`src/gbta_pkg.sv`:
```
// Shared types and constants for the GB2312 text layout glyph addresser.
package gbta_pkg;

  typedef struct packed {
    logic [7:0] lead_byte;
    logic [7:0] trail_byte;
  } in_word_t;

  typedef struct packed {
    logic        glyph_valid;
    logic [20:0] glyph_address;
    logic [7:0]  draw_x;
    logic [7:0]  draw_y;
    logic [1:0]  bytes_used;
    logic        page_end;
    logic        code_error;
  } out_word_t;

  // Classified character passed from the front end to the layout engine.
  typedef struct packed {
    logic        newline;
    logic        full_width;
    logic        code_error;
    logic [20:0] glyph_address;
  } glyph_cmd_t;

  typedef struct packed {
    logic [6:0] home_x;
    logic [5:0] home_y;
    logic [5:0] row_gap;
  } layout_cfg_t;

  localparam int CfgIndexW = 2;
  localparam int CfgDataW  = 7;

  localparam logic [CfgIndexW-1:0] CFG_HOME_X  = 2'd0;
  localparam logic [CfgIndexW-1:0] CFG_HOME_Y  = 2'd1;
  localparam logic [CfgIndexW-1:0] CFG_ROW_GAP = 2'd2;

  localparam logic [6:0] HOME_X_RESET  = 7'd3;
  localparam logic [5:0] HOME_Y_RESET  = 6'd1;
  localparam logic [5:0] ROW_GAP_RESET = 6'd2;

  localparam logic [7:0] NEWLINE_CODE   = 8'h0A;
  localparam logic [7:0] FULL_WIDTH_MIN = 8'hA0;

  localparam int QueueDepth = 4;
  localparam int QueuePtrW  = $clog2(QueueDepth);

  localparam int SegCount = 11;
  localparam int SegSelW  = $clog2(SegCount);
  // Size of the table that the last segment follows, in bytes.
  localparam int LastSegOffsetBytes = 'h5400;

  localparam logic [20:0] SEG_BASE [SegCount] = '{
    21'h7FD10, 21'hBF640, 21'hE2920, 21'hE2BD0, 21'hE2C90, 21'hE2D50,
    21'hE2E60, 21'hDEEA0, 21'hBFE50, 21'h3ABF0, 21'hF6F80
  };

  // First code point of each segment except the last, which depends on glyph size.
  localparam logic [13:0] SEG_FIRST_FIXED [SegCount-1] = '{
    14'd0, 14'd110, 14'd376, 14'd470, 14'd502, 14'd564,
    14'd658, 14'd612, 14'd694, 14'd1410
  };

endpackage

```
`src/gb2312_text_layout_glyph_addresser_top.sv`:
```
// Top level of the GB2312 text layout glyph addresser.
// Each char_word is one character of a text stream: a lead byte and a trail
// byte. A lead byte of 0x0A is a newline, a lead byte below 0xA0 a half-width
// character, anything else a full-width character that uses both bytes.
// Every accepted character gives exactly one result_word: the font ROM
// address of its glyph, the pen position where it is drawn, the bytes it
// consumed and whether the page is full afterwards.
// A word is accepted on char_valid with char_stall low; results leave on
// result_valid with result_stall low. A character is registered in the front
// register, then in the queue, then in the result register. One character is
// taken every cycle for as long as the receiver keeps taking results; the
// single pen update in the layout engine sets that rate. When the receiver
// stalls, the result is held, the four-entry queue and then the front register
// fill behind it, and then char_stall rises.
// Margins and line spacing are written on the cfg channel, which is always
// ready; a change shows at the next line or page start.
// Synchronous reset empties the pipeline, restores the default margins and
// puts the pen at the top-left start of a page.
module gb2312_text_layout_glyph_addresser_top #(
  parameter int GLYPH_BYTES   = 32,
  parameter int GLYPH_ROWS    = 16,
  parameter int GLYPH_ADVANCE = 16,
  parameter int SCREEN_W      = 131,
  parameter int SCREEN_H      = 64
) (
  input  logic                               clk,
  input  logic                               rst,
  input  logic                               char_valid,
  output logic                               char_stall,
  input  gbta_pkg::in_word_t                 char_word,
  output logic                               result_valid,
  input  logic                               result_stall,
  output gbta_pkg::out_word_t                result_word,
  input  logic                               cfg_valid,
  output logic                               cfg_ready,
  input  logic [gbta_pkg::CfgIndexW-1:0]     cfg_index,
  input  logic [gbta_pkg::CfgDataW-1:0]      cfg_data
);
  import gbta_pkg::*;

  layout_cfg_t cfg;
  logic        push;
  glyph_cmd_t  push_word;
  logic        push_ready;
  logic        pop_valid;
  glyph_cmd_t  pop_word;
  logic        pop;

  assign cfg_ready = 1'b1;

  always_ff @(posedge clk) begin
    if (rst) begin
      cfg.home_x  <= HOME_X_RESET;
      cfg.home_y  <= HOME_Y_RESET;
      cfg.row_gap <= ROW_GAP_RESET;
    end else if (cfg_valid && cfg_ready) begin
      case (cfg_index)
        CFG_HOME_X:  cfg.home_x  <= cfg_data;
        CFG_HOME_Y:  cfg.home_y  <= cfg_data[5:0];
        CFG_ROW_GAP: cfg.row_gap <= cfg_data[5:0];
        default: ;
      endcase
    end
  end

  gbta_front #(
    .GLYPH_BYTES(GLYPH_BYTES)
  ) u_front (
    .clk        (clk),
    .rst        (rst),
    .char_valid (char_valid),
    .char_stall (char_stall),
    .char_word  (char_word),
    .push       (push),
    .push_word  (push_word),
    .push_ready (push_ready)
  );

  gbta_queue u_queue (
    .clk        (clk),
    .rst        (rst),
    .push       (push),
    .push_word  (push_word),
    .push_ready (push_ready),
    .pop_valid  (pop_valid),
    .pop_word   (pop_word),
    .pop        (pop)
  );

  gbta_back #(
    .GLYPH_ROWS   (GLYPH_ROWS),
    .GLYPH_ADVANCE(GLYPH_ADVANCE),
    .SCREEN_W     (SCREEN_W),
    .SCREEN_H     (SCREEN_H)
  ) u_back (
    .clk          (clk),
    .rst          (rst),
    .cfg          (cfg),
    .pop_valid    (pop_valid),
    .pop_word     (pop_word),
    .pop          (pop),
    .result_valid (result_valid),
    .result_stall (result_stall),
    .result_word  (result_word)
  );

endmodule

```
`src/gbta_front.sv`:
```
// Front end: takes characters, forms the code point and the font ROM address.
module gbta_front #(
  parameter int GLYPH_BYTES = 32
) (
  input  logic                 clk,
  input  logic                 rst,
  input  logic                 char_valid,
  output logic                 char_stall,
  input  gbta_pkg::in_word_t   char_word,
  output logic                 push,
  output gbta_pkg::glyph_cmd_t push_word,
  input  logic                 push_ready
);
  import gbta_pkg::*;

  localparam logic [13:0] LastSegFirst = 14'(1410 + LastSegOffsetBytes / GLYPH_BYTES);

  logic               f_valid;
  logic               f_newline;
  logic               f_full;
  logic signed [14:0] f_cp;

  logic               accept;
  logic signed [14:0] lead_s;
  logic signed [14:0] trail_s;
  logic signed [14:0] cp_next;
  logic [13:0]        cp_u;
  logic [13:0]        seg_first [SegCount];
  logic [SegSelW-1:0] seg_sel;
  logic [13:0]        rel;
  logic [20:0]        addr;
  logic               err;

  assign char_stall = f_valid & ~push_ready;
  assign accept     = char_valid & ~char_stall;
  assign push       = f_valid & push_ready;

  // Half-width characters map to row 3, cell (byte - 0x20).
  always_comb begin
    lead_s  = signed'({7'd0, char_word.lead_byte});
    trail_s = signed'({7'd0, char_word.trail_byte});
    if (char_word.lead_byte < FULL_WIDTH_MIN) begin
      cp_next = 15'sd188 + lead_s - 15'sd33;
    end else begin
      cp_next = (lead_s - 15'sd161) * 15'sd94 + trail_s - 15'sd161;
    end
  end

  always_ff @(posedge clk) begin
    if (rst) begin
      f_valid <= 1'b0;
    end else if (accept) begin
      f_valid <= 1'b1;
    end else if (push) begin
      f_valid <= 1'b0;
    end
    if (accept) begin
      f_newline <= (char_word.lead_byte == NEWLINE_CODE);
      f_full    <= (char_word.lead_byte >= FULL_WIDTH_MIN);
      f_cp      <= cp_next;
    end
  end

  // The highest segment whose first code point is not above cp wins.
  always_comb begin
    for (int i = 0; i < SegCount - 1; i++) begin
      seg_first[i] = SEG_FIRST_FIXED[i];
    end
    seg_first[SegCount-1] = LastSegFirst;
    cp_u    = f_cp[13:0];
    seg_sel = '0;
    for (int i = 0; i < SegCount; i++) begin
      if (cp_u >= seg_first[i]) begin
        seg_sel = SegSelW'(i);
      end
    end
    rel  = cp_u - seg_first[seg_sel];
    addr = SEG_BASE[seg_sel] + 21'({7'd0, rel} * 21'(GLYPH_BYTES));
    err  = ~f_newline & f_cp[14];
  end

  always_comb begin
    push_word.newline       = f_newline;
    push_word.full_width    = f_full;
    push_word.code_error    = err;
    push_word.glyph_address = (f_newline | err) ? 21'd0 : addr;
  end

endmodule

```
`src/gbta_queue.sv`:
```
// Short queue of classified characters between the front end and the layout engine.
module gbta_queue (
  input  logic                 clk,
  input  logic                 rst,
  input  logic                 push,
  input  gbta_pkg::glyph_cmd_t push_word,
  output logic                 push_ready,
  output logic                 pop_valid,
  output gbta_pkg::glyph_cmd_t pop_word,
  input  logic                 pop
);
  import gbta_pkg::*;

  glyph_cmd_t           slots [QueueDepth];
  logic [QueuePtrW-1:0] wr_ptr;
  logic [QueuePtrW-1:0] rd_ptr;
  logic [QueuePtrW:0]   count;

  assign push_ready = (count != (QueuePtrW + 1)'(QueueDepth));
  assign pop_valid  = (count != '0);
  assign pop_word   = slots[rd_ptr];

  always_ff @(posedge clk) begin
    if (rst) begin
      wr_ptr <= '0;
      rd_ptr <= '0;
      count  <= '0;
    end else begin
      if (push) begin
        wr_ptr <= wr_ptr + 1'b1;
      end
      if (pop) begin
        rd_ptr <= rd_ptr + 1'b1;
      end
      if (push && !pop) begin
        count <= count + 1'b1;
      end else if (pop && !push) begin
        count <= count - 1'b1;
      end
    end
    if (push) begin
      slots[wr_ptr] <= push_word;
    end
  end

endmodule

```
`src/gbta_back.sv`:
```
// Layout engine: keeps the pen position and registers one result word per character.
module gbta_back #(
  parameter int GLYPH_ROWS    = 16,
  parameter int GLYPH_ADVANCE = 16,
  parameter int SCREEN_W      = 131,
  parameter int SCREEN_H      = 64
) (
  input  logic                  clk,
  input  logic                  rst,
  input  gbta_pkg::layout_cfg_t cfg,
  input  logic                  pop_valid,
  input  gbta_pkg::glyph_cmd_t  pop_word,
  output logic                  pop,
  output logic                  result_valid,
  input  logic                  result_stall,
  output gbta_pkg::out_word_t   result_word
);
  import gbta_pkg::*;

  logic [7:0] pen_x;
  logic [7:0] pen_y;
  logic       at_page_start;

  logic [7:0] pen_x_next;
  logic [7:0] pen_y_next;
  logic       at_page_start_next;
  logic       page_end;
  logic       skip;
  logic       fits_right;
  logic       fits_down;
  logic [9:0] x_adv;
  logic [9:0] y_need;

  assign pop = pop_valid & (~result_valid | ~result_stall);

  always_comb begin
    x_adv      = {2'd0, pen_x} + 10'(GLYPH_ADVANCE);
    y_need     = {2'd0, pen_y} + 10'(2 * GLYPH_ROWS) + {4'd0, cfg.row_gap};
    skip       = pop_word.newline & at_page_start;
    fits_right = ~pop_word.newline & (x_adv <= 10'(SCREEN_W - GLYPH_ADVANCE));
    fits_down  = (y_need <= 10'(SCREEN_H));

    pen_x_next         = pen_x;
    pen_y_next         = pen_y;
    at_page_start_next = 1'b0;
    page_end           = 1'b0;
    if (!skip) begin
      if (fits_right) begin
        pen_x_next = x_adv[7:0];
      end else if (fits_down) begin
        pen_x_next = {1'b0, cfg.home_x};
        pen_y_next = pen_y + 8'(GLYPH_ROWS) + {2'd0, cfg.row_gap};
      end else begin
        page_end           = 1'b1;
        pen_x_next         = {1'b0, cfg.home_x};
        pen_y_next         = {2'd0, cfg.home_y};
        at_page_start_next = 1'b1;
      end
    end
  end

  always_ff @(posedge clk) begin
    if (rst) begin
      result_valid  <= 1'b0;
      pen_x         <= {1'b0, HOME_X_RESET};
      pen_y         <= {2'd0, HOME_Y_RESET};
      at_page_start <= 1'b1;
    end else if (pop) begin
      result_valid  <= 1'b1;
      pen_x         <= pen_x_next;
      pen_y         <= pen_y_next;
      at_page_start <= at_page_start_next;
    end else if (!result_stall) begin
      result_valid <= 1'b0;
    end
    if (pop) begin
      result_word.glyph_valid   <= ~pop_word.newline & ~pop_word.code_error;
      result_word.glyph_address <= pop_word.glyph_address;
      result_word.draw_x        <= pen_x;
      result_word.draw_y        <= pen_y;
      result_word.bytes_used    <= pop_word.full_width ? 2'd2 : 2'd1;
      result_word.page_end      <= page_end;
      result_word.code_error    <= pop_word.code_error;
    end
  end

endmodule

```
`config.mk`:
```
export PLATFORM = sky130hd
export DESIGN_NAME = gb2312_text_layout_glyph_addresser_top
export DESIGN_NICKNAME = d
export VERILOG_FILES = /design/src/gbta_pkg.sv /design/src/gb2312_text_layout_glyph_addresser_top.sv /design/src/gbta_front.sv /design/src/gbta_queue.sv /design/src/gbta_back.sv
export SDC_FILE = /design/constraint.sdc
export NUM_CORES = 1
export LEC_CHECK = 0
export BUFFER_PORTS_ARGS = -buffer_cell sky130_fd_sc_hd__buf_4
export CAP_MARGIN = 20
export CORE_AREA = 2 2 200 202
export CTS_BUF_LIST = sky130_fd_sc_hd__clkbuf_4 sky130_fd_sc_hd__clkbuf_8 sky130_fd_sc_hd__clkbuf_16
export CTS_CLUSTER_SIZE = 25
export DETAILED_ROUTE_END_ITERATION = 16
export DIE_AREA = 0 0 202 204
export PLACE_DENSITY = 0.48
export SLEW_MARGIN = 15
export SYNTH_ARGS = -nofsm -noshare
export SYNTH_HDL_FRONTEND = slang
export SYNTH_SLANG_ARGS = --single-unit
```
`constraint.sdc`:
```
create_clock -name clk -period 8.3 [get_ports clk]
set_clock_uncertainty 0.2 [all_clocks]
set_input_delay 0.415 -clock clk [delete_from_list [all_inputs] [get_ports clk]]
set_output_delay 0.415 -clock clk [all_outputs]
set_load 0.005 [all_outputs]
```
; ---- Word-level counts from Yosys, hierarchy flattened
; Memories as Yosys holds them, arrays and structs flattened. A register that Yosys moved wholly into a read port is not among the register bits.
; Index checks and enable logic that the tools add are counted.
; Widths: inputs -> output; s select.
[totals]
mem_bits_rw = 96
wordCells = 126
inputBits = 30
n_memories = 3
rom_bits = 560
ff_bits = 104
[memory_table]
columns = name, depth, word_bits, rd, rd_ports_with_merged_regs, write_ports, line_no
row1 = (no name shown), 16, 21, 1, 0, 0, gbta_front.sv:78  ; addr = SEG_BASE[seg_sel] + 21'({7'd0, rel} * 21'(GLYPH_BYTES));
row2 = (no name shown), 16, 14, 1, 0, 0, gbta_front.sv:77  ; rel = cp_u - seg_first[seg_sel];
row3 = u_queue.slots, 4, 24, 1, 1, 1, gbta_queue.sv:14  ; glyph_cmd_t slots [QueueDepth];
[op_classes]
mux = 32
n_mul = 1
add_sub_neg = 16
reduce_logical = 13
eq_ne = 5
bitwise = 20
magnitude_cmp = 15
[ops]
columns = cell, count
row1 = $mux 21, 3
row2 = $ge 14x10->1 const B, 4
row3 = $ge 14x9->1 const B, 3
row4 = $mux 14, 2
row5 = $add 21x19->21, 1
row6 = $le 10x7->1 const B, 2
row7 = $mux 3, 6
row8 = $mux 8, 2
row9 = $add 15x9->15, 1
row10 = $mul 15x7->14 const B, 1
row11 = $mux 15, 1
row12 = $sub 15x7->15 const B, 1
row13 = $sub 15x9->15 const B, 1
row14 = $ge 14x11->1 const B, 1
row15 = $ge 14x12->1 const B, 1
row16 = $ge 14x7->1 const B, 1
row17 = $sub 14x14->14, 1
row18 = $mux 4, 3
row19 = $add 10x6->10, 1
row20 = $mux 1, 10
row21 = $mux 2, 5
row22 = $add 8x5->9 const B, 1
row23 = $add 8x6->9 const B, 1
row24 = $add 8x8->9 const A, 1
row25 = 25 further kinds, 48

; ---- Logic depth before layout (Yosys ltp)
; Gate-level depths: netlist of the first run.
[logic_depth]
ltp_word = 18
depth_mapped = 28

; ---- By module
; Synthesis of the first run repeated with hierarchy kept, for this count alone.
[hier_totals]
cells_unflattened = 1084
area_unflattened_um2 = 12336.8
[modules_own_cells]
columns = module, area_per_inst_um2, cells_each, n_inst, seq_area_each_um2
row1 = gbta_front, 4889.7, 630, 1, 530.5
row2 = gbta_queue, 3933.8, 171, 1, 3062.9
row3 = gbta_back, 2721.4, 207, 1, 1621.6
row4 = gb2312_text_layout_glyph_addresser_top, 792.0, 76, 1, 380.4

; ---- Worst setup path after synthesis of the first run
; No wires, ideal clock.
[synth_path]
path_type = in2reg
from = in char_word[10] (netlist bit)
to = reg u_front.f_cp[14], data pin
setup_time_ns = 0.252
arrival_time_ns = 5.848
cell_stages = 25
path_buffers = 0
path_slack_ns = 2.000
cell_sequence = inv_1 > ha_1 > a21boi_2 > nand2_1 > a211o_2 > and2_2 > fa_1 > ha_1 > inv_1 > fa_1 > inv_1 > fa_1 > ha_1 > or4_1 > o22ai_1 > xnor2_1 > inv_1 > ha_1 > nand2_1 > o21ai_0 > a21oi_1 > o21ai_0 > xnor3_1 > xnor3_1 > nor2_1
[synth_between]
elab_chain_len = 5
word_cells_on_any_way = 8
classes_between = 5 x add/sub / 1 x mul / 1 x order compare / 1 x mux
[synth_rtl]
columns = item, line_no
row1 = start: declaration, gb2312_text_layout_glyph_addresser_top.sv:30  ; input gbta_pkg::in_word_t char_word,
row2 = $sub 8x8->9, gbta_front.sv:45  ; cp_next = (lead_s - 15'sd161) * 15'sd94 + trail_s - 15'sd161;
row3 = $mul 15x7->14, gbta_front.sv:45
row4 = $add 15x9->15, gbta_front.sv:45
row5 = $sub 15x9->15, gbta_front.sv:45
row6 = $mux 15 *, gbta_front.sv:42  ; if (char_word.lead_byte < FULL_WIDTH_MIN) begin
row7 = via u_front.cp_next[14], gbta_front.sv:26  ; logic signed [14:0] cp_next;
row8 = end signal: assignment, gbta_front.sv:60  ; f_cp <= cp_next;
row9 = end: declaration, gbta_front.sv:21  ; logic signed [14:0] f_cp;
; The timed path passes the listed nets; every way through them passes the cells marked *.
; A chain may end at the register's enable or synchronous reset.

==> out/results.ini, run 1 <==
[outcome]
status=complete, no violations

[floorplanning]
dieArea_mm2=0.0412
die_w_um=202
start_util_pct=29.7
dieHeight_um=204
ios=75
row_count=73
core_mm2=0.0392

[finish]
n_fill_cell=3961
drive_above_1_share_pct=13.3
area_delta_synth_final_pct=14.7
diodes=0
stdcell_area_mm2=0.0133
final_cell_mix=edfxtp_1, inv_1, ha_1
final_common_cell=edfxtp_1
nNetsFinal=1306

[place]
gp_congestion=0.854
placed_cell_area_mm2=0.0127
numPortBuffers=69
hpwl_um=18700

[logic_synthesis]
ys_warn_count=0
async_flop_share_pct=0
yosysSeqAreaShare_pct=43.0
synth_edf_count=135
syn_inst=1070
ys.flop_type=edfxtp_1
ys_types=84
ys_ff_latch=182
syn_area_mm2=0.0116
synth_area_per_cell_um2=10.9

[timing]
timing.slew.headroom_pct=29.8
hold_viol=0
period_minus_slack_ps=6740
slew_violations=0
setup_tns_ps=0
worst_slew_pin_slew_ps=1050
rsz0062_at_grt=no
setup_violations=0
clock.fmax_mhz=148
layout_worst_path_cycle_share_pct=81.3

[setup_path]
start_kind=flip-flop
cp_max_fo=8
critical_path_required_ps=8200
cpLargestDelayFamily=compound AO/OA/AOI/OAI gates
cp.arrival_ps=6650
cp_cell_sequence=nor3_1, nand2_1, a21oi_1, nand2_1, and3b_1, o21ai_0, a21oi_1, ha_1, and2_1, inv_1, ha_1, nor2b_1, o21ai_0, a21boi_0, o21a_1, o21a_1, o211a_1, o21ai_0, nand3_1, ha_1, inv_1, nor2_1, nor4_1, a2111oi_0
cpPeakStageDelay_ps=800
crit_buf_inv=2
worst_setup_path_end_kind=flip-flop
path_class=reg -> reg
crit_slowest_cell=a2111oi_0

[drt]
detail_route.wl_per_cell_um=14.9
detail-route-antenna-nets=0
drc_errors=0
vias=7838
drt-pass1-iter-count=5
wirelength_um=25000
vias_per_cell=4.67
drt_iter0_drc=427

[clock_tree]
cts_num_sinks=182
cts_tree=built
root_buffer=clkbuf_16
clkTransAtPathRegs_ps=70
cts_buffers=17
clkLatencyLatePin_ps=440
htree_levels=4
clk_path_buf_depth=2
post_cts_buffers=0

[global_routing]
grt_use_total_pct=12.7
grt_max_degree=49
gr-total-overflow=0
antenna_found_initial=0
grt_pass1_vias=7856
grt_pass1_wl_um=41500

[job]
cap_viol_max_count=0

[hold_path]
hold_path_class=in -> reg

-- state kept, by name, summed over array words and instances, names as in the netlist, named ones only --
| signal | count |
|---|---|
| cfg | 19 |
| u_back.at_page_start | 1 |
| u_back.pen_x | 8 |
| u_back.pen_y | 8 |
| u_back.result_valid | 1 |
| u_back.result_word | 38 |
| u_front.f_cp | 15 |
| u_front.f_full | 1 |
| u_front.f_newline | 1 |
| u_front.f_valid | 1 |
| u_queue.count | 3 |
| u_queue.rd_ptr | 2 |
| u_queue.slots | 80 |
| u_queue.wr_ptr | 2 |
-- synthesized netlist by cell type, drive strengths merged (6+ instances only) --
cell type / n / area [um2]
a21oi: 68 / 340
nor3: 26 / 130
nand3: 11 / 55.1
inv: 123 / 462
nor2b: 18 / 113
fa: 30 / 601
edfxtp: 135 / 4050
o21bai: 6 / 45.0
xnor2: 35 / 314
dfxtp: 47 / 941
a21o: 12 / 90.1
o21ai: 52 / 275
a31oi: 10 / 68.8
mux2i: 27 / 270
or3: 10 / 62.6
xor2: 21 / 184
clkbuf: 17 / 73.8
nand2: 52 / 195
a21boi: 9 / 75.1
nor2: 87 / 334
nand3b: 6 / 45.0
and2: 9 / 57.6
mux4: 20 / 450
ha: 105 / 1310
nand2b: 19 / 119
a211oi: 9 / 72.6
o21a: 11 / 82.6
a211o: 6 / 53.8
buf: 15 / 121
-- worst min-delay path: cells and delay by family --
family / cells / cell delay, ps
mux: 1 / 60
buf+inv: 1 / 100
simple gates: 1 / 70
-- metrics by stage --
step	setup WS [ps]	std cells	utilization, %	hold WS, ps
2_1_floorplan	2000	1073	-	208
3_3_place_gp	1500	1642	32.4	215
3_5_place_dp	1320	1642	32.4	218
4_1_cts	1590	1678	34.0	15.8
5_1_grt	688	1679	34.0	33.2
6_report	1560	1679	34.0	36.6
-- kinds of logic after synthesis --
group | after synthesis | synth area share [%]
DFF | 182 | 43.0
AOI/OAI and AO/OA | 222 | 12.4
and+or+nand+nor | 267 | 11.4
buffers and inverters | 155 | 5.65
xor gates and xnor gates | 58 | 4.67
other | 2 | 0.0646
muxes | 49 | 6.42
adders and majority gates | 135 | 16.5
-- timing repair --
item,in CTS,in global routing
endpoints found under the setup margin,0,0
hold buffers,4,0
resized for setup,0,0
endpoints found under the hold margin,4,0
-- per-layer routing --
metal	global-route usage [%]	wire length [um]
met5	0	0
met4	3.73	313
met3	2.20	698
met2	20.2	11400
met1	17.7	12600
-- area by class of cell --
| class | instances | area (um2) | area share [%] |
|---|---|---|---|
| clock buffers | 24 | 519 | 3.89 |
| clock inverters | 8 | 86.3 | 0.647 |
| inverters | 123 | 462 | 3.46 |
| multi-input cells | 736 | 5990 | 44.9 |
| flip-flops and latches | 182 | 4990 | 37.4 |
| well taps | 525 | 657 | 4.92 |
| repair buffers | 81 | 626 | 4.69 |
-- path summary, 6_finish.rpt --
| path | slack [ps] | startpoint | cells after the start | to |
|---|---|---|---|---|
| worst max-delay path | 1560 | u_front.f_cp[13] | 24 | u_queue.slots[3][20] |
| worst min-delay path | 40 | cfg_data[5] | 3 | cfg[5] |
| worst max register to register | 1560 | u_front.f_cp[13] | 24 | u_queue.slots[3][20] |
| worst min register to register | 230 | u_back.pen_x[1] | 0 | u_back.result_word[13] |
Power of run 1 is left out: the tool's default activity adds up to more than one toggle a clock period on the data nets, which glitch-free logic cannot reach.
==> run 2, diff against run 1 <==
==> constraint.sdc (replaced) <==
create_clock -name clk -period 6.9 [get_ports clk]
set_clock_uncertainty 0.2 [all_clocks]
set_input_delay 0.345 -clock clk [delete_from_list [all_inputs] [get_ports clk]]
set_output_delay 0.345 -clock clk [all_outputs]
set_load 0.005 [all_outputs]
==> run 2 against run 1 <==
Effect of this change: critical path depth is 2 higher; core utilization increased by 0.32 points; hold slack improved by 38 ps; critical endpoint is now u_front.f_cp[14].
==> out/results.ini, run 2 (same netlist as run 1, synthesis figures left out) <==
[outcome]
status=complete, no violations

[finish]
multiInputGateArea_mm2=0.00599  ; about the same
nNetsFinal=1326  ; +1.5%
final_common_cell=edfxtp_1
drive_above_1_share_pct=14.2  ; +0.97 points
final_util_pct=34.4  ; +0.32 points
regMostFlops=u_queue.slots
final_cell_mix=edfxtp_1, inv_1, ha_1
diodes=0  ; unchanged
top_regs=u_queue.slots: 80 flops, u_back.result_word: 38 flops, cfg: 19 flops
fin_cells=1699  ; +1.2%
area_delta_synth_final_pct=15.8
n_fill_cell=3935  ; -0.66%
largest_register_ff_count=80  ; unchanged
seqCellArea_mm2=0.00499  ; unchanged

[clock_tree]
cts_tree=built
clk_path_buf_depth=2  ; unchanged
root_buffer=clkbuf_16
clkTransAtPathRegs_ps=70  ; about the same
clkLatencyLatePin_ps=440  ; about the same
cts_buffers=17  ; unchanged
htree_levels=4  ; unchanged
cts_num_sinks=182  ; unchanged

[drt]
wirelength_um=24900  ; -0.30%
vias=7870  ; +0.41%
drt_iter0_drc=436  ; +2.1%
vias_per_cell=4.63  ; -0.77%
detail_route.wl_per_cell_um=14.7  ; -1.5%
detail-route-antenna-nets=0  ; unchanged
drc_errors=0  ; unchanged
drt-pass1-iter-count=5  ; unchanged

[hold_path]
hold_path_depth=2  ; -1
hold_path_class=in -> reg

[setup_path]
ff2ff_path_depth=23  ; -4.2%
path_class=in -> reg
worst_setup_path_end_kind=flip-flop
critical_path_required_ps=6890  ; -1310 ps
start_kind=input pin
cp.arrival_ps=6340  ; -310 ps
cp_max_fo=9  ; +1

[place]
numPortBuffers=69  ; unchanged
place_ws_ps=73.2  ; -1240 ps
hpwl_um=18800  ; +0.14%
gp_congestion=0.847  ; -0.85%
dp.cells=1657  ; +0.91%

[timing]
setup_tns_ps=0  ; unchanged
setup_slack_ps=547  ; -1010 ps
clock.fmax_mhz=157
hold_viol=0  ; unchanged
worst_slew_pin_slew_ps=1120  ; +69.4 ps
rsz0062_at_grt=no
timing.slew.headroom_pct=25.2  ; -4.6 points
slew_violations=0  ; unchanged
layout_worst_path_cycle_share_pct=92.1
period_minus_slack_ps=6350
setup_violations=0  ; unchanged

[floorplanning]
dieHeight_um=204  ; unchanged
ios=75  ; unchanged
row_count=73  ; unchanged
start_util_pct=29.7  ; unchanged
die_w_um=202  ; unchanged
core_mm2=0.0392  ; unchanged
dieArea_mm2=0.0412  ; unchanged

[global_routing]
gr-total-overflow=0  ; unchanged
grt_use_total_pct=12.5  ; -0.21 points
grt_pass1_wl_um=40800  ; -1.8%
grt_pass1_vias=7818  ; -0.48%
antenna_found_initial=0  ; unchanged
grt_max_degree=49  ; unchanged

[job]
cap_viol_max_count=0  ; unchanged

## run 2: changes by cell type in the layout (fill, tap and decap cells not counted), sizes merged
cell,change
dlygate4sd3,+5
clkbuf,-7
buf,+15
inv,+5
clkinvlp,+2
## run 2: final cells by class
cell class / instances / share of cell area, %
Clock buffer: 17 / 3.16
Clock inverter: 15 / 1.07
Inverter: 123 / 3.43
Multi-Input combinational cell: 736 / 44.5
Sequential cell: 182 / 37.1
Tap cell: 525 / 4.88
Timing Repair Buffer: 101 / 5.83
## run 2: through the flow
| step | instance area [um2] | hold slack, ps |
|---|---|---|
| after floorplan | 11600 | 208 |
| after global routing | 13500 | 78.5 |
| after detailed placement | 12800 | 228 |
| after CTS | 13400 | 67.1 |
| final | 13500 | 75.0 |
| after global placement | 12800 | 215 |
## run 2: routing by layer
| layer | global-route usage, % | part of all wire [%] | vias up |
|---|---|---|---|
| li1 | - | - | 3985 |
| met5 | 0 | 0 | - |
| met4 | 3.91 | 1.6 | 0 |
| met1 | 16.9 | 50 | 3746 |
| met2 | 20.4 | 46 | 115 |
| met3 | 2.06 | 2.6 | 24 |
## run 2: worst paths after layout
kind              slack [ps]              from                endpoint
hold reg to reg          240   u_back.pen_x[0]  u_back.result_word[12]
setup / recovery         550     char_word[10]        u_front.f_cp[14]
setup reg to reg         680  u_front.f_cp[13]    u_queue.slots[0][16]
hold / removal            80      char_word[0]         u_front.f_cp[0]
## run 2: timing repair
item,CTS,global route
buffers inserted,0,0
setup endpoints to repair,0,4
resized for setup,0,1
hold endpoints to repair,20,0
hold buffers,9,0
## run 2: critical path, stage by stage
cell	delay (ps)
buf_4	150
inv_1	170
ha_1	170
a21boi_2	170
nand2_1	100
a211o_2	360
and2_2	250
fa_1	480
ha_1	300
inv_1	50
fa_1	520
inv_1	50
fa_1	450
ha_1	240
or4_1	520
o22ai_1	240
xnor2_1	180
inv_1	70
ha_1	350
nand2_1	80
o21ai_0	150
a21oi_1	80
o21ai_0	260
xnor3_1	280
xnor3_1	280
nor2_1	40
Power of run 2 is left out for the same reason.
==> run 3, diff against run 2 <==
--- a/config.mk
+++ b/config.mk
@@ -7,12 +7,15 @@
 export LEC_CHECK = 0
 export BUFFER_PORTS_ARGS = -buffer_cell sky130_fd_sc_hd__buf_4
 export CAP_MARGIN = 20
+export CELL_PAD_IN_SITES_DETAIL_PLACEMENT = 2
+export CELL_PAD_IN_SITES_GLOBAL_PLACEMENT = 2
 export CORE_AREA = 2 2 200 202
 export CTS_BUF_LIST = sky130_fd_sc_hd__clkbuf_4 sky130_fd_sc_hd__clkbuf_8 sky130_fd_sc_hd__clkbuf_16
 export CTS_CLUSTER_SIZE = 25
 export DETAILED_ROUTE_END_ITERATION = 16
 export DIE_AREA = 0 0 202 204
-export PLACE_DENSITY = 0.48
+export PLACE_DENSITY = 0.65
+export SKIP_CTS_REPAIR_TIMING = 1
 export SLEW_MARGIN = 15
 export SYNTH_ARGS = -nofsm -noshare
 export SYNTH_HDL_FRONTEND = slang
==> constraint.sdc (replaced) <==
create_clock -name clk -period 6.9 [get_ports clk]
set_clock_uncertainty 0.2 [all_clocks]
set_input_delay 1.725 -clock clk [delete_from_list [all_inputs] [get_ports clk]]
set_output_delay 1.725 -clock clk [all_outputs]
set_load 0.005 [all_outputs]
==> run 3 against run 2 <==
Effect of this change: the run now ends with negative setup slack left; flip-flop and latch count did not move; critical endpoint unchanged; first-iteration DRC count fell by 22%; setup slack got worse by 740 ps; via count rose by 9.2%.
==> out/results.ini, run 3 (same netlist as run 1, synthesis figures left out) <==
[hold_path]
hold_path_class=reg -> reg

[clock_tree]
htree_levels=4  ; unchanged
cts_tree=built
clk_path_buf_depth=2  ; unchanged
root_buffer=clkbuf_16
cts_num_sinks=182  ; unchanged
clkLatencyLatePin_ps=440  ; about the same
cts_buffers=17  ; unchanged
clkTransAtPathRegs_ps=70  ; about the same

[finish]
final_cell_mix=buf_4, edfxtp_1, inv_1
top_regs=u_queue.slots: 80 flops, u_back.result_word: 38 flops, cfg: 19 flops
seqCellArea_mm2=0.00499  ; unchanged
n_fill_cell=4194  ; +6.6%
final_common_cell=buf_4
area_delta_synth_final_pct=24.0
stdcell_area_mm2=0.0144  ; +7.1%
multiInputGateArea_mm2=0.00634  ; +5.8%
regMostFlops=u_queue.slots
nNetsFinal=1406  ; +6.0%
drive_above_1_share_pct=24.4  ; +10 points
diodes=0  ; unchanged
largest_register_ff_count=80  ; unchanged

[timing]
slew_violations=0  ; unchanged
hold_viol=0  ; unchanged
timing.slew.headroom_pct=30.9  ; +5.7 points
period_minus_slack_ps=7090  ; +738 ps
setup_tns_ps=-191  ; -191 ps
hold_slack_ps=242  ; +167 ps
setup_slack_ps=-191  ; -738 ps
rsz0062_at_grt=yes
worst_slew_pin_slew_ps=1040  ; -81.8 ps
clock.fmax_mhz=141  ; -10%
setup_violations=1  ; +1
layout_worst_path_cycle_share_pct=103  ; +11 points

[floorplanning]
start_util_pct=29.7  ; unchanged
dieHeight_um=204  ; unchanged
core_mm2=0.0392  ; unchanged
row_count=73  ; unchanged
ios=75  ; unchanged
dieArea_mm2=0.0412  ; unchanged
die_w_um=202  ; unchanged

[drt]
detail_route.wl_per_cell_um=18.5  ; +26%
vias=8596  ; +9.2%
wirelength_um=32900  ; +32%
wl_met2_um=16900  ; +48%
vias_per_cell=4.83  ; +4.3%
detail-route-antenna-nets=0  ; unchanged
top_layer_used=met4
wl_met3_um=629  ; -4.4%
drt_iter0_drc=342  ; -22%
drt-pass1-iter-count=4  ; -1
drc_errors=0  ; unchanged
met1_length_um=15000  ; +21%

[setup_path]
crit_buf_inv=4  ; -1
worst_setup_path_end_kind=flip-flop
path_class=in -> reg
start_kind=input pin
cp.arrival_ps=7080  ; +740 ps
cpPeakStageDelay_ps=540  ; +20 ps
cp_max_fo=4  ; -5
cpLargestDelayFamily=adder cells
crit_slowest_cell=or4_4
critical_path_required_ps=6890  ; about the same

[place]
numPortBuffers=69  ; unchanged
placed_cell_area_mm2=0.0136  ; +6.0%
hpwl_um=25200  ; +34%
gp_congestion=0.790  ; -6.8%

[global_routing]
grt_use_total_pct=16.4  ; +4.0 points
antenna_found_initial=0  ; unchanged
grt_pass1_vias=9691  ; +24%
gr-total-overflow=0  ; unchanged
grt_pass1_wl_um=53100  ; +30%
grt_max_degree=49  ; unchanged

[outcome]
status=finished, violations left
violations=negative setup slack

[job]
cap_viol_max_count=0  ; unchanged

-- run 3: changes by cell type in the layout (fill, tap and decap cells not counted), moves of 6 or more --
cell,change
dlygate4sd3_1,-9
buf_4,+86
o21ai_0,-6
inv_1,-11
a21oi_1,-8
inv_2,+7
a21oi_2,+8
ha_4,+12
ha_1,-13
-- run 3: area by class of cell --
cell class                      count  area share, %
Timing Repair Buffer              181           9.58
Sequential cell                   182           34.6
Clock inverter                     14          0.929
Tap cell                          525           4.56
Clock buffer                       18           3.00
Multi-Input combinational cell    736           44.0
Inverter                          123           3.28
-- run 3: per-stage QoR --
stage	std cells	setup slack, ps	utilization (%)
global route	1779	-453	36.8
global placement	1740	-503	34.6
finish	1779	-191	36.8
CTS	1772	-139	36.1
detailed placement	1740	-650	34.6
floorplan	1073	-307	-
-- run 3: path summary, 6_finish.rpt --
kind              slack, ps                      to  depth (start not counted)            start
setup reg to reg        530    u_queue.slots[1][16]                         23  u_front.f_cp[2]
hold reg to reg         240  u_back.result_word[12]                          0  u_back.pen_x[0]
hold / removal          240  u_back.result_word[12]                          0  u_back.pen_x[0]
setup / recovery       -190        u_front.f_cp[14]                         25     char_word[9]
-- run 3: routing by layer --
metal | track usage, % | vias up
li1 | - | 4135
met1 | 20.8 | 4344
met2 | 30.0 | 97
met3 | 2.07 | 20
met4 | 3.34 | 0
met5 | 0 | -
Power of run 3 is left out for the same reason.
